--- config.mk ---
export PLATFORM = sky130hd
export DESIGN_NAME = slot_bitmap_allocator
export DESIGN_NICKNAME = d
export VERILOG_FILES = /design/src/rtl/sba_pkg.sv /design/src/rtl/sba_ram.sv /design/src/rtl/sba_ctrl.sv /design/src/rtl/sba_datapath.sv /design/src/rtl/slot_bitmap_allocator.sv
export SDC_FILE = /design/constraint.sdc
export NUM_CORES = 2
export LEC_CHECK = 0
export ABC_AREA = 0
export BUFFER_PORTS_ARGS = -buffer_cell sky130_fd_sc_hd__buf_2
export CAP_MARGIN = 20
export CORE_MARGIN = 4
export CORE_UTILIZATION = 59
export CTS_BUF_LIST = sky130_fd_sc_hd__clkbuf_8
export CTS_CLUSTER_SIZE = 40
export DETAILED_ROUTE_END_ITERATION = 8
export GPL_ROUTABILITY_DRIVEN = 0
export GPL_TIMING_DRIVEN = 1
export MAX_ROUTING_LAYER = met4
export PLACE_DENSITY = 0.78
export SLEW_MARGIN = 20
export SYNTH_ARGS = -nofsm -noshare
export SYNTH_HDL_FRONTEND = slang
export SYNTH_HIERARCHICAL = 1
export SYNTH_SLANG_ARGS = --single-unit
--- constraint.sdc ---
create_clock -name clk -period 4.6 [get_ports clk]
set_input_delay 0.69 -clock clk [delete_from_list [all_inputs] [get_ports clk]]
set_output_delay 0.69 -clock clk [all_outputs]
set_load 0.05 [all_outputs]
--- src/rtl/sba_pkg.sv ---
// ----------------------------------------------------------------------------
// sba_pkg
// Shared constants, opcodes and the controller command bundle for the
// slot bitmap allocator.
// ----------------------------------------------------------------------------
package sba_pkg;

    localparam int NUM_SLOTS = 1024;
    localparam int WORD_W    = 32;
    localparam int BIT_W     = $clog2(WORD_W);
    localparam int NUM_WORDS = (NUM_SLOTS + WORD_W - 1) / WORD_W;
    localparam int WORD_AW   = (NUM_WORDS > 1) ? $clog2(NUM_WORDS) : 1;
    localparam int SLOT_W    = 10;
    localparam int EXT_W     = ((SLOT_W > WORD_AW + BIT_W) ? SLOT_W : WORD_AW + BIT_W) + 1;
    localparam int LAST_BITS = NUM_SLOTS - (NUM_WORDS - 1) * WORD_W;

    localparam logic [WORD_W-1:0]  ONES_WORD = {WORD_W{1'b1}};
    localparam logic [WORD_W-1:0]  PAD_MASK  = ~(ONES_WORD >> (WORD_W - LAST_BITS));
    localparam logic [WORD_AW-1:0] LAST_WORD = WORD_AW'(NUM_WORDS - 1);

    localparam logic [1:0] OP_QUERY = 2'd0;
    localparam logic [1:0] OP_MARK  = 2'd1;
    localparam logic [1:0] OP_FIND  = 2'd2;
    localparam logic [1:0] OP_FILL  = 2'd3;

    typedef struct packed {
        logic latch;
        logic rd_slot;
        logic scan;
        logic rd_find;
        logic write;
        logic fill;
        logic emit_query;
        logic emit_find;
        logic emit_zero;
    } cmd_t;

endpackage

--- src/rtl/sba_ram.sv ---
// ----------------------------------------------------------------------------
// sba_ram
// Generic single-write, single-read RAM with registered read data.
// ----------------------------------------------------------------------------
module sba_ram #(
    parameter int WIDTH = 32,
    parameter int DEPTH = 32
) (
    input  logic                                   clk,
    input  logic                                   we,
    input  logic [((DEPTH > 1) ? $clog2(DEPTH) : 1)-1:0] waddr,
    input  logic [WIDTH-1:0]                       wdata,
    input  logic                                   re,
    input  logic [((DEPTH > 1) ? $clog2(DEPTH) : 1)-1:0] raddr,
    output logic [WIDTH-1:0]                       rdata
);

    logic [WIDTH-1:0] mem [DEPTH];

    always_ff @(posedge clk)
    begin
        if (we)
        begin
            mem[waddr] <= wdata;
        end
        if (re)
        begin
            rdata <= mem[raddr];
        end
    end

endmodule

--- src/rtl/sba_ctrl.sv ---
// ----------------------------------------------------------------------------
// sba_ctrl
// Operation sequencer: steps query, mark and find transfers through read,
// scan and result phases (fill-all has none) and issues datapath commands.
// ----------------------------------------------------------------------------
module sba_ctrl (
    input  logic          clk,
    input  logic          rst_n,
    input  logic          start,
    input  logic [1:0]    opcode,
    output logic          busy,
    output sba_pkg::cmd_t cmd
);

    typedef enum logic [2:0] {
        S_IDLE,
        S_READ,
        S_EVAL,
        S_SCAN,
        S_FREAD,
        S_PICK
    } state_t;

    state_t     state_reg, state_next;
    logic [1:0] op_reg, op_next;
    logic       take;

    assign busy = (state_reg != S_IDLE);
    assign take = start && (state_reg == S_IDLE);

    always_comb
    begin
        state_next = state_reg;
        op_next    = op_reg;
        cmd        = '0;
        case (state_reg)
            S_IDLE:
            begin
                if (take)
                begin
                    cmd.latch = 1'b1;
                    op_next   = opcode;
                    case (opcode)
                        sba_pkg::OP_QUERY: state_next = S_READ;
                        sba_pkg::OP_MARK:  state_next = S_READ;
                        sba_pkg::OP_FIND:  state_next = S_SCAN;
                        default:
                        begin
                            cmd.fill      = 1'b1;
                            cmd.emit_zero = 1'b1;
                        end
                    endcase
                end
            end
            S_READ:
            begin
                cmd.rd_slot = 1'b1;
                state_next  = S_EVAL;
            end
            S_EVAL:
            begin
                if (op_reg == sba_pkg::OP_MARK)
                begin
                    cmd.write     = 1'b1;
                    cmd.emit_zero = 1'b1;
                end
                else
                begin
                    cmd.emit_query = 1'b1;
                end
                state_next = S_IDLE;
            end
            S_SCAN:
            begin
                cmd.scan   = 1'b1;
                state_next = S_FREAD;
            end
            S_FREAD:
            begin
                cmd.rd_find = 1'b1;
                state_next  = S_PICK;
            end
            S_PICK:
            begin
                cmd.emit_find = 1'b1;
                state_next    = S_IDLE;
            end
            default:
            begin
                state_next = S_IDLE;
            end
        endcase
    end

    always_ff @(posedge clk or negedge rst_n)
    begin
        if (!rst_n)
        begin
            state_reg <= S_IDLE;
            op_reg    <= sba_pkg::OP_QUERY;
        end
        else
        begin
            state_reg <= state_next;
            op_reg    <= op_next;
        end
    end

endmodule

--- src/rtl/sba_datapath.sv ---
// ----------------------------------------------------------------------------
// sba_datapath
// Bitmap word store with per-word valid, default and full summary bits,
// first-free search and result registers.
// ----------------------------------------------------------------------------
module sba_datapath (
    input  logic                       clk,
    input  logic                       rst_n,
    input  sba_pkg::cmd_t              cmd,
    input  logic [sba_pkg::SLOT_W-1:0] slot_index,
    input  logic                       mark_value,
    output logic                       done,
    output logic                       slot_used,
    output logic                       found,
    output logic [sba_pkg::SLOT_W-1:0] free_slot
);

    logic [sba_pkg::SLOT_W-1:0]    idx_reg;
    logic                          val_reg;
    logic [sba_pkg::EXT_W-1:0]     idx_ext;
    logic                          in_range;
    logic [sba_pkg::WORD_AW-1:0]   slot_word;
    logic [sba_pkg::BIT_W-1:0]     slot_bit;

    logic [sba_pkg::NUM_WORDS-1:0] valid_reg;
    logic [sba_pkg::NUM_WORDS-1:0] def_reg;
    logic [sba_pkg::NUM_WORDS-1:0] full_reg;

    logic [sba_pkg::WORD_AW-1:0]   rd_word_reg;
    logic [sba_pkg::WORD_AW-1:0]   raddr;
    logic                          re;
    logic [sba_pkg::WORD_W-1:0]    rdata;
    logic [sba_pkg::WORD_W-1:0]    eff_word;
    logic [sba_pkg::WORD_W-1:0]    new_word;
    logic [sba_pkg::WORD_W-1:0]    pad_word;
    logic                          we;

    logic [sba_pkg::WORD_AW-1:0]   scan_word;
    logic                          scan_any;
    logic [sba_pkg::WORD_AW-1:0]   find_word_reg;
    logic                          find_any_reg;
    logic [sba_pkg::BIT_W-1:0]     zero_bit;

    logic                          done_reg;
    logic                          used_reg;
    logic                          found_reg;
    logic [sba_pkg::SLOT_W-1:0]    free_reg;

    assign idx_ext   = sba_pkg::EXT_W'(idx_reg);
    assign in_range  = idx_ext < sba_pkg::EXT_W'(sba_pkg::NUM_SLOTS);
    assign slot_word = idx_ext[sba_pkg::WORD_AW+sba_pkg::BIT_W-1:sba_pkg::BIT_W];
    assign slot_bit  = idx_ext[sba_pkg::BIT_W-1:0];

    assign re    = cmd.rd_slot || cmd.rd_find;
    assign raddr = cmd.rd_find ? find_word_reg : slot_word;

    sba_ram #(
        .WIDTH (sba_pkg::WORD_W),
        .DEPTH (sba_pkg::NUM_WORDS)
    ) u_ram (
        .clk   (clk),
        .we    (we),
        .waddr (rd_word_reg),
        .wdata (new_word),
        .re    (re),
        .raddr (raddr),
        .rdata (rdata)
    );

    assign eff_word = valid_reg[rd_word_reg] ? rdata
                                             : {sba_pkg::WORD_W{def_reg[rd_word_reg]}};
    assign pad_word = eff_word | ((rd_word_reg == sba_pkg::LAST_WORD) ? sba_pkg::PAD_MASK : '0);
    assign we       = cmd.write && in_range;

    always_comb
    begin
        new_word           = eff_word;
        new_word[slot_bit] = val_reg;
    end

    always_comb
    begin
        scan_word = '0;
        scan_any  = 1'b0;
        for (int w = sba_pkg::NUM_WORDS - 1; w >= 0; w--)
        begin
            if (!full_reg[w])
            begin
                scan_word = sba_pkg::WORD_AW'(w);
                scan_any  = 1'b1;
            end
        end
    end

    always_comb
    begin
        zero_bit = '0;
        for (int b = sba_pkg::WORD_W - 1; b >= 0; b--)
        begin
            if (!pad_word[b])
            begin
                zero_bit = sba_pkg::BIT_W'(b);
            end
        end
    end

    always_ff @(posedge clk or negedge rst_n)
    begin
        if (!rst_n)
        begin
            valid_reg <= '0;
            def_reg   <= '0;
            full_reg  <= '0;
            done_reg  <= 1'b0;
        end
        else
        begin
            done_reg <= cmd.emit_query || cmd.emit_find || cmd.emit_zero;
            if (cmd.fill)
            begin
                valid_reg <= '0;
                def_reg   <= '1;
                full_reg  <= '1;
            end
            else if (we)
            begin
                valid_reg[rd_word_reg] <= 1'b1;
                full_reg[rd_word_reg]  <= &(new_word | ((rd_word_reg == sba_pkg::LAST_WORD)
                                                        ? sba_pkg::PAD_MASK : '0));
            end
        end
    end

    always_ff @(posedge clk)
    begin
        if (cmd.latch)
        begin
            idx_reg <= slot_index;
            val_reg <= mark_value;
        end
        if (re)
        begin
            rd_word_reg <= raddr;
        end
        if (cmd.scan)
        begin
            find_word_reg <= scan_word;
            find_any_reg  <= scan_any;
        end
        if (cmd.emit_zero)
        begin
            used_reg  <= 1'b0;
            found_reg <= 1'b0;
            free_reg  <= '0;
        end
        else if (cmd.emit_query)
        begin
            used_reg  <= in_range && eff_word[slot_bit];
            found_reg <= 1'b0;
            free_reg  <= '0;
        end
        else if (cmd.emit_find)
        begin
            used_reg  <= 1'b0;
            found_reg <= find_any_reg;
            free_reg  <= find_any_reg ? sba_pkg::SLOT_W'({find_word_reg, zero_bit}) : '0;
        end
    end

    assign done      = done_reg;
    assign slot_used = used_reg;
    assign found     = found_reg;
    assign free_slot = free_reg;

endmodule

--- src/rtl/slot_bitmap_allocator.sv ---
// ----------------------------------------------------------------------------
// slot_bitmap_allocator
// Bitmap of used slots with query, mark, find-first-free and fill-all.
//
//   Channel  | Handshake        | Signals
//   ---------+------------------+------------------------------------------
//   command  | start / busy     | opcode, slot_index, mark_value
//   result   | done (1 cycle)   | slot_used, found, free_slot
//
// Fill-all: result in the cycle after the transfer, next command the cycle
// after the transfer. Query and mark pass S_READ (registered word-memory
// read) and S_EVAL; find: S_SCAN (full-word summary scan), S_FREAD, S_PICK.
// Reset clears the valid and full summary bits at once: no clearing pass.
// The receiver cannot stall; done marks each result for one cycle.
// ----------------------------------------------------------------------------
module slot_bitmap_allocator (
    input  logic                       clk,
    input  logic                       rst_n,
    input  logic                       start,
    output logic                       busy,
    input  logic [1:0]                 opcode,
    input  logic [sba_pkg::SLOT_W-1:0] slot_index,
    input  logic                       mark_value,
    output logic                       done,
    output logic                       slot_used,
    output logic                       found,
    output logic [sba_pkg::SLOT_W-1:0] free_slot
);

    sba_pkg::cmd_t cmd;

    sba_ctrl u_ctrl (
        .clk    (clk),
        .rst_n  (rst_n),
        .start  (start),
        .opcode (opcode),
        .busy   (busy),
        .cmd    (cmd)
    );

    sba_datapath u_datapath (
        .clk        (clk),
        .rst_n      (rst_n),
        .cmd        (cmd),
        .slot_index (slot_index),
        .mark_value (mark_value),
        .done       (done),
        .slot_used  (slot_used),
        .found      (found),
        .free_slot  (free_slot)
    );

endmodule

### Word-level counts from Yosys, hierarchy flattened

Memory sizes are Yosys's and may differ from the RTL's. A register that Yosys moved wholly into a read port is not among the register bits.
Index checks and enable logic that the tools add are counted.

* order comparisons: 5
* equality and inequality tests: 10
* muxes and demuxes: 104
* bitwise logic cells: 1
* reduce and logical (&&, ||, !) cells: 24

Operators with widths (count)
* $mux W5: 49
* $mux W32: 5
* $bwmux W32: 2
* $mux W4: 8
* $or A32 B32 Y32: 1
* $reduce_and A32 Y1: 1
* $reduce_and A31 Y1: 1
* $mux W1: 24
* $reduce_and A16 Y1: 1
* $bmux W1 S5: 3
* $mux W3: 5
* $lt A5 B6 Y1 const B: 2
* $pmux W3 S4: 1
* $lt A10 B11 Y1 const B: 1
* $demux W1 S5: 2
* $ge A5 B1 Y1 const B: 2
* $mux W10: 1
* $reduce_and A8 Y1: 1
* $eq A3 B2 Y1 const B: 2
* $eq A3 B3 Y1 const B: 2
* $pmux W3 S2: 1
* $reduce_and A2 Y1: 3
* $logic_and A1 B1 Y1: 5
* $eq A2 B1 Y1 const B: 2
* other kinds (14): 19

* bits in registers: 105
* memory bits (writable): 1024
* bits of input ports: 16
* memories: 1

Memory list
* u_datapath.u_ram.mem: words 32, width 32, rd ports 1, clocked after Yosys merged registers in 1, wr ports 1, line sba_ram.sv:18 `logic [WIDTH-1:0] mem [DEPTH];`

### Longest topological paths before layout

* depth in word-level cells: 36
* gate-level depth with buffers: 14

### Cells and area by module

The synthesis kept the hierarchy.

By module, submodules not included
* sba_ram: times used 1, cells an instance 2260, area each 40807.9 sq um
* sba_datapath: times used 1, cells an instance 848, area each 6994.2 sq um
* sba_ctrl: times used 1, cells an instance 29, area each 304.0 sq um

### Worst setup path before layout

No wires, ideal clock.

* kind: reg-to-reg
* from: register u_datapath/rd_word_reg[1] in the netlist's numbering
* to: register u_datapath/full_reg[10] in the netlist's numbering
* arrival time: 4.693 ns
* required time: 4.524 ns
* setup slack: -0.168 ns
* cell stages (with the launch flop): 13
* buffers on the path: 3
* path through: edfxtp_1 > buf_6 > buf_2 > mux2i_1 > o22ai_1 > nor4_4 > mux2i_1 > nor4_1 > nand4_1 > nor4bb_1 > nand4_2 > buf_6 > o21ai_2

* word-level cells in the longest chain between the ends: 8
* elaborated cells between the ends (all ways): 15

Ends and longest elaborated chain
* start: declaration: line sba_datapath.sv:29 `logic [sba_pkg::WORD_AW-1:0] rd_word_reg;`
* start signal: assignment: line sba_datapath.sv:143 `rd_word_reg <= raddr;`
* $bmux W1 S5 (on tied branches): line sba_datapath.sv:71, sba_datapath.sv:70
* $mux W1 (on tied branches): line sba_datapath.sv:71, sba_datapath.sv:70
* $mux W32 (*): line sba_datapath.sv:70 `assign eff_word = valid_reg[rd_word_reg] ? rdata`
* $bwmux W32 (*): line sba_datapath.sv:78 `new_word[slot_bit] = val_reg;`
* net u_datapath.new_word, one bit: line sba_datapath.sv:34 `logic [sba_pkg::WORD_W-1:0] new_word;`
* $reduce_and A32 Y1 (*): line sba_datapath.sv:128 `full_reg[rd_word_reg] <= &(new_word | ((rd_word_reg == sba_pkg::LAST_WORD)`
* $bwmux W32 (*): line sba_datapath.sv:128
* $mux W32 (*): line sba_datapath.sv:125 `else if (we)`
* $mux W32 (*): line sba_datapath.sv:119 `if (cmd.fill)`
* end signal: indexed assignment: line sba_datapath.sv:128
* end: declaration: line sba_datapath.sv:27 `logic [sba_pkg::NUM_WORDS-1:0] full_reg;`

The timed path passes the listed nets; every way through them passes the cells marked *. The select of a mux whose other input is x is not followed.
A chain may end at the register's enable or synchronous reset.

### Final worst setup path

* from: register u_datapath/rd_word_reg[1] in the netlist's numbering
* to: register u_datapath/full_reg[1] in the netlist's numbering

Same word-level chain as after synthesis.

==> run_results.csv <==
group,metric,value,unit
sta,setup_ws,272.3,ps
critical_path,crit_path_top_delay_cell,"or4_4",
synthesis,yosys_warnings,6,
floorplan,die_x,293.5,um
global_routing,antenna_found_initial,2,
clocking,clk_pin_slew_worst_paths,60,ps
clocking,post_cts_resized,0,
global_routing,first_global_vias,29240,
route,drcViolationCount,0,
cells_and_area,mostFrequentLayoutCells,"edfxtp_1, mux2i_1, nand2_1",
route,vias,29620,
global_routing,grt_remaining_overflow,0,
hold_path,hp-class,"input port to register",
clocking,root_buffer,"clkbuf_8",
route,wl_per_cell,27.54,um
floorplan,coreArea,0.08068,mm2
floorplan,die_area,0.08617,mm2
synthesis,ys_async_sr_fraction,6.115,%
run,cap_violations,0,
clocking,tritoncts,"built",
floorplan,die_h,293.5,um
cells_and_area,largest_reg_flops,1024,
synthesis,syn_nets,3153,
critical_path,path_max_fanout,32,
sta,slew_viol_final,0,
critical_path,crit_chain,"buf_12, mux2i_1, o22ai_1, or4_4, or2_1, buf_4, o2111ai_2, nand4_1, nor4b_2, nand4_2, buf_4, o21ai_0",
floorplan,ioPinCount,30,
critical_path,required,5340,ps
synthesis,yosysUniqueCellTypes,70,
pwr,ir_drop,0.4930,mV
synthesis,yosysSeqAreaShare,71.48,%
sta,tns,0,ps
route,drtPass1Iterations,8,
cells_and_area,area_growth_syn_to_layout,12.41,%
cells_and_area,drive_above_1_share,16.08,%
route,drt-total-wl,125000,um
synthesis,avgSynthCellArea,15.34,um2
pwr,leakage,0.01938,uW
global_routing,grt.total_usage,29.80,%
status,status,"finished, final reports clean",
sta,fmax,231.1,MHz
floorplan,initial_core_util,59.63,%
clocking,ctsHtreeMaxLevel,4,
floorplan,row_count,104,
cells_and_area,fillers,5332,
sta,hold_slack,64.02,ps
pwr,p_per_area,665.6,mW/mm2
cells_and_area,multiInputGateArea,0.01302,mm2
sta,maxSlewHeadroom,23.58,%
clocking,clk_latency,840,ps
critical_path,crit_path_start_kind,"register",
sta,finalHoldViolCount,0,
critical_path,path_class,"register to register",
placed_design,place_ws,128.6,ps
critical_path,path_buf_inv,3,
route,drt_iter0_drc,4014,
sta,worstMarginPinSlew,1146,ps
critical_path,arrival,5070,ps
sta,fin_worst_skew,50.51,ps
synthesis,ys_ff_latch,1161,
synthesis,synth_edf_count,1078,
cells_and_area,final_nets,3348,
placed_design,io_buffers,29,
global_routing,grt_pass1_wl,183400,um
sta,rsz0062_at_grt,"no",
synthesis,postSynthCellCount,3137,
cells_and_area,top_register,"u_datapath/u_ram/mem",
clocking,cts_buffers,178,
global_routing,grt_max_degree,73,
critical_path,path_delay_family,"simple AND/OR/NAND/NOR gates",
route,final_antenna_net_count,0,
critical_path,slowest_delay,680,ps
route,routed_via_density,6.526,
clocking,clkSinkCount,1161,
cells_and_area,seq_area,0.03439,mm2
clocking,clk_path_buf_depth,3,
sta,period_minus_slack,4328,ps
critical_path,crit_top_cell,"buf_4",
critical_path,crit_path_end_kind,"register",
synthesis,synth_ff_type,"edfxtp_1",
sta,finalSetupViolCount,0,
synthesis,syn_area,0.04811,mm2
placed_design,hpwl,70530,um
sta,period_share,94.08,%
cells_and_area,final_common_cell,"edfxtp_1",
## worst register-to-register path: cells and delay by family, from the launching register on
kind | cells | cell delay, ps
flip-flops | 1 | 460
multiplexers | 1 | 170
AND/OR/NAND/NOR | 5 | 2070
AO/OA/AOI/OAI | 3 | 650
buffers and inverters | 3 | 900
## area by class of cell
cell class              count  area share [%]
inverters                  20          0.1388
well taps                1060           2.453
multi-input cells        1772           24.07
clock buffers             180           4.581
repair buffers            199           3.526
flip-flops and latches   1161           63.59
clock inverters           144           1.627
diodes                      3         0.01388
## per-stage QoR
step | utilization, % | std cells | power, uW | area [um2]
final | 67.03 | 4539 | 36000 | 54080
after global routing | 67.03 | 4538 | 37430 | 54080
after CTS | 66.97 | 4532 | 35780 | 54030
after detailed placement | 62.67 | 4197 | 27750 | 50560
after global placement | 62.65 | 4196 | 27220 | 50540
after floorplan | - | 3137 | 23660 | 48110
## power breakdown
| part | internal [uW] | total [uW] | switching [uW] |
|---|---|---|---|
| clock | 4130 | 8050 | 3920 |
| combinational | 3710 | 11700 | 8030 |
| sequential | 15500 | 16200 | 739 |
| total | 23300 | 36000 | 12700 |
## layer usage
| metal | up-vias | global-route usage, % | share of wire [%] |
|---|---|---|---|
| met5 | - | - | 0 |
| met4 | 0 | 12.45 | 4.2 |
| met3 | 400 | 6.818 | 12 |
| met2 | 1970 | 45.36 | 47 |
| met1 | 14620 | 39.31 | 37 |
| li1 | 12640 | - | - |
## cells in the mapped netlist (18+ instances only)
| library cell | instances | area [um2] |
|---|---|---|
| clkbuf_1 | 83 | 311.6 |
| o2111ai_1 | 18 | 157.7 |
| o21ai_2 | 30 | 262.8 |
| nand2_1 | 227 | 852.1 |
| a22oi_1 | 103 | 773.2 |
| o21ai_0 | 29 | 145.1 |
| a31oi_1 | 39 | 244.0 |
| buf_4 | 36 | 270.3 |
| buf_2 | 33 | 165.2 |
| a22o_1 | 69 | 604.3 |
| edfxtp_1 | 1078 | 32370 |
| inv_1 | 20 | 75.07 |
| nand3_1 | 115 | 575.6 |
| a21oi_1 | 175 | 875.8 |
| mux2i_1 | 555 | 5555 |
| dfrtp_1 | 71 | 1777 |
| nor3_1 | 39 | 195.2 |
| buf_6 | 22 | 247.7 |
| nor2_1 | 168 | 630.6 |
## logic make-up after synthesis
kind of cell	synth area share [%]
compound gates	7.238
simple gates	6.840
buf+inv	2.323
flops	71.48
mux	12.12
## worst paths after layout
kind / slack [ps] / endpoint / depth (start not counted) / start
setup / recovery: 270 / u_datapath/full_reg[1] / 12 / u_datapath/rd_word_reg[1]
hold / removal: 60 / u_datapath/idx_reg[0] / 1 / slot_index[0]
setup reg to reg: 270 / u_datapath/full_reg[1] / 12 / u_datapath/rd_word_reg[1]
hold reg to reg: 460 / u_datapath/found / 1 / u_datapath/found
max in group asynchronous: 3130 / u_datapath/valid_reg[23] / 3 / rst_n
min in group asynchronous: 430 / u_ctrl/op_reg[1] / 2 / rst_n
## timing repair
item | CTS | global route
endpoints found under the hold margin | 39 | 0
hold buffers | 11 | 0
setup buffers | 0 | 4
endpoints found under the setup margin | 0 | 32
No activity file was read; power rests on OpenSTA's default activity.
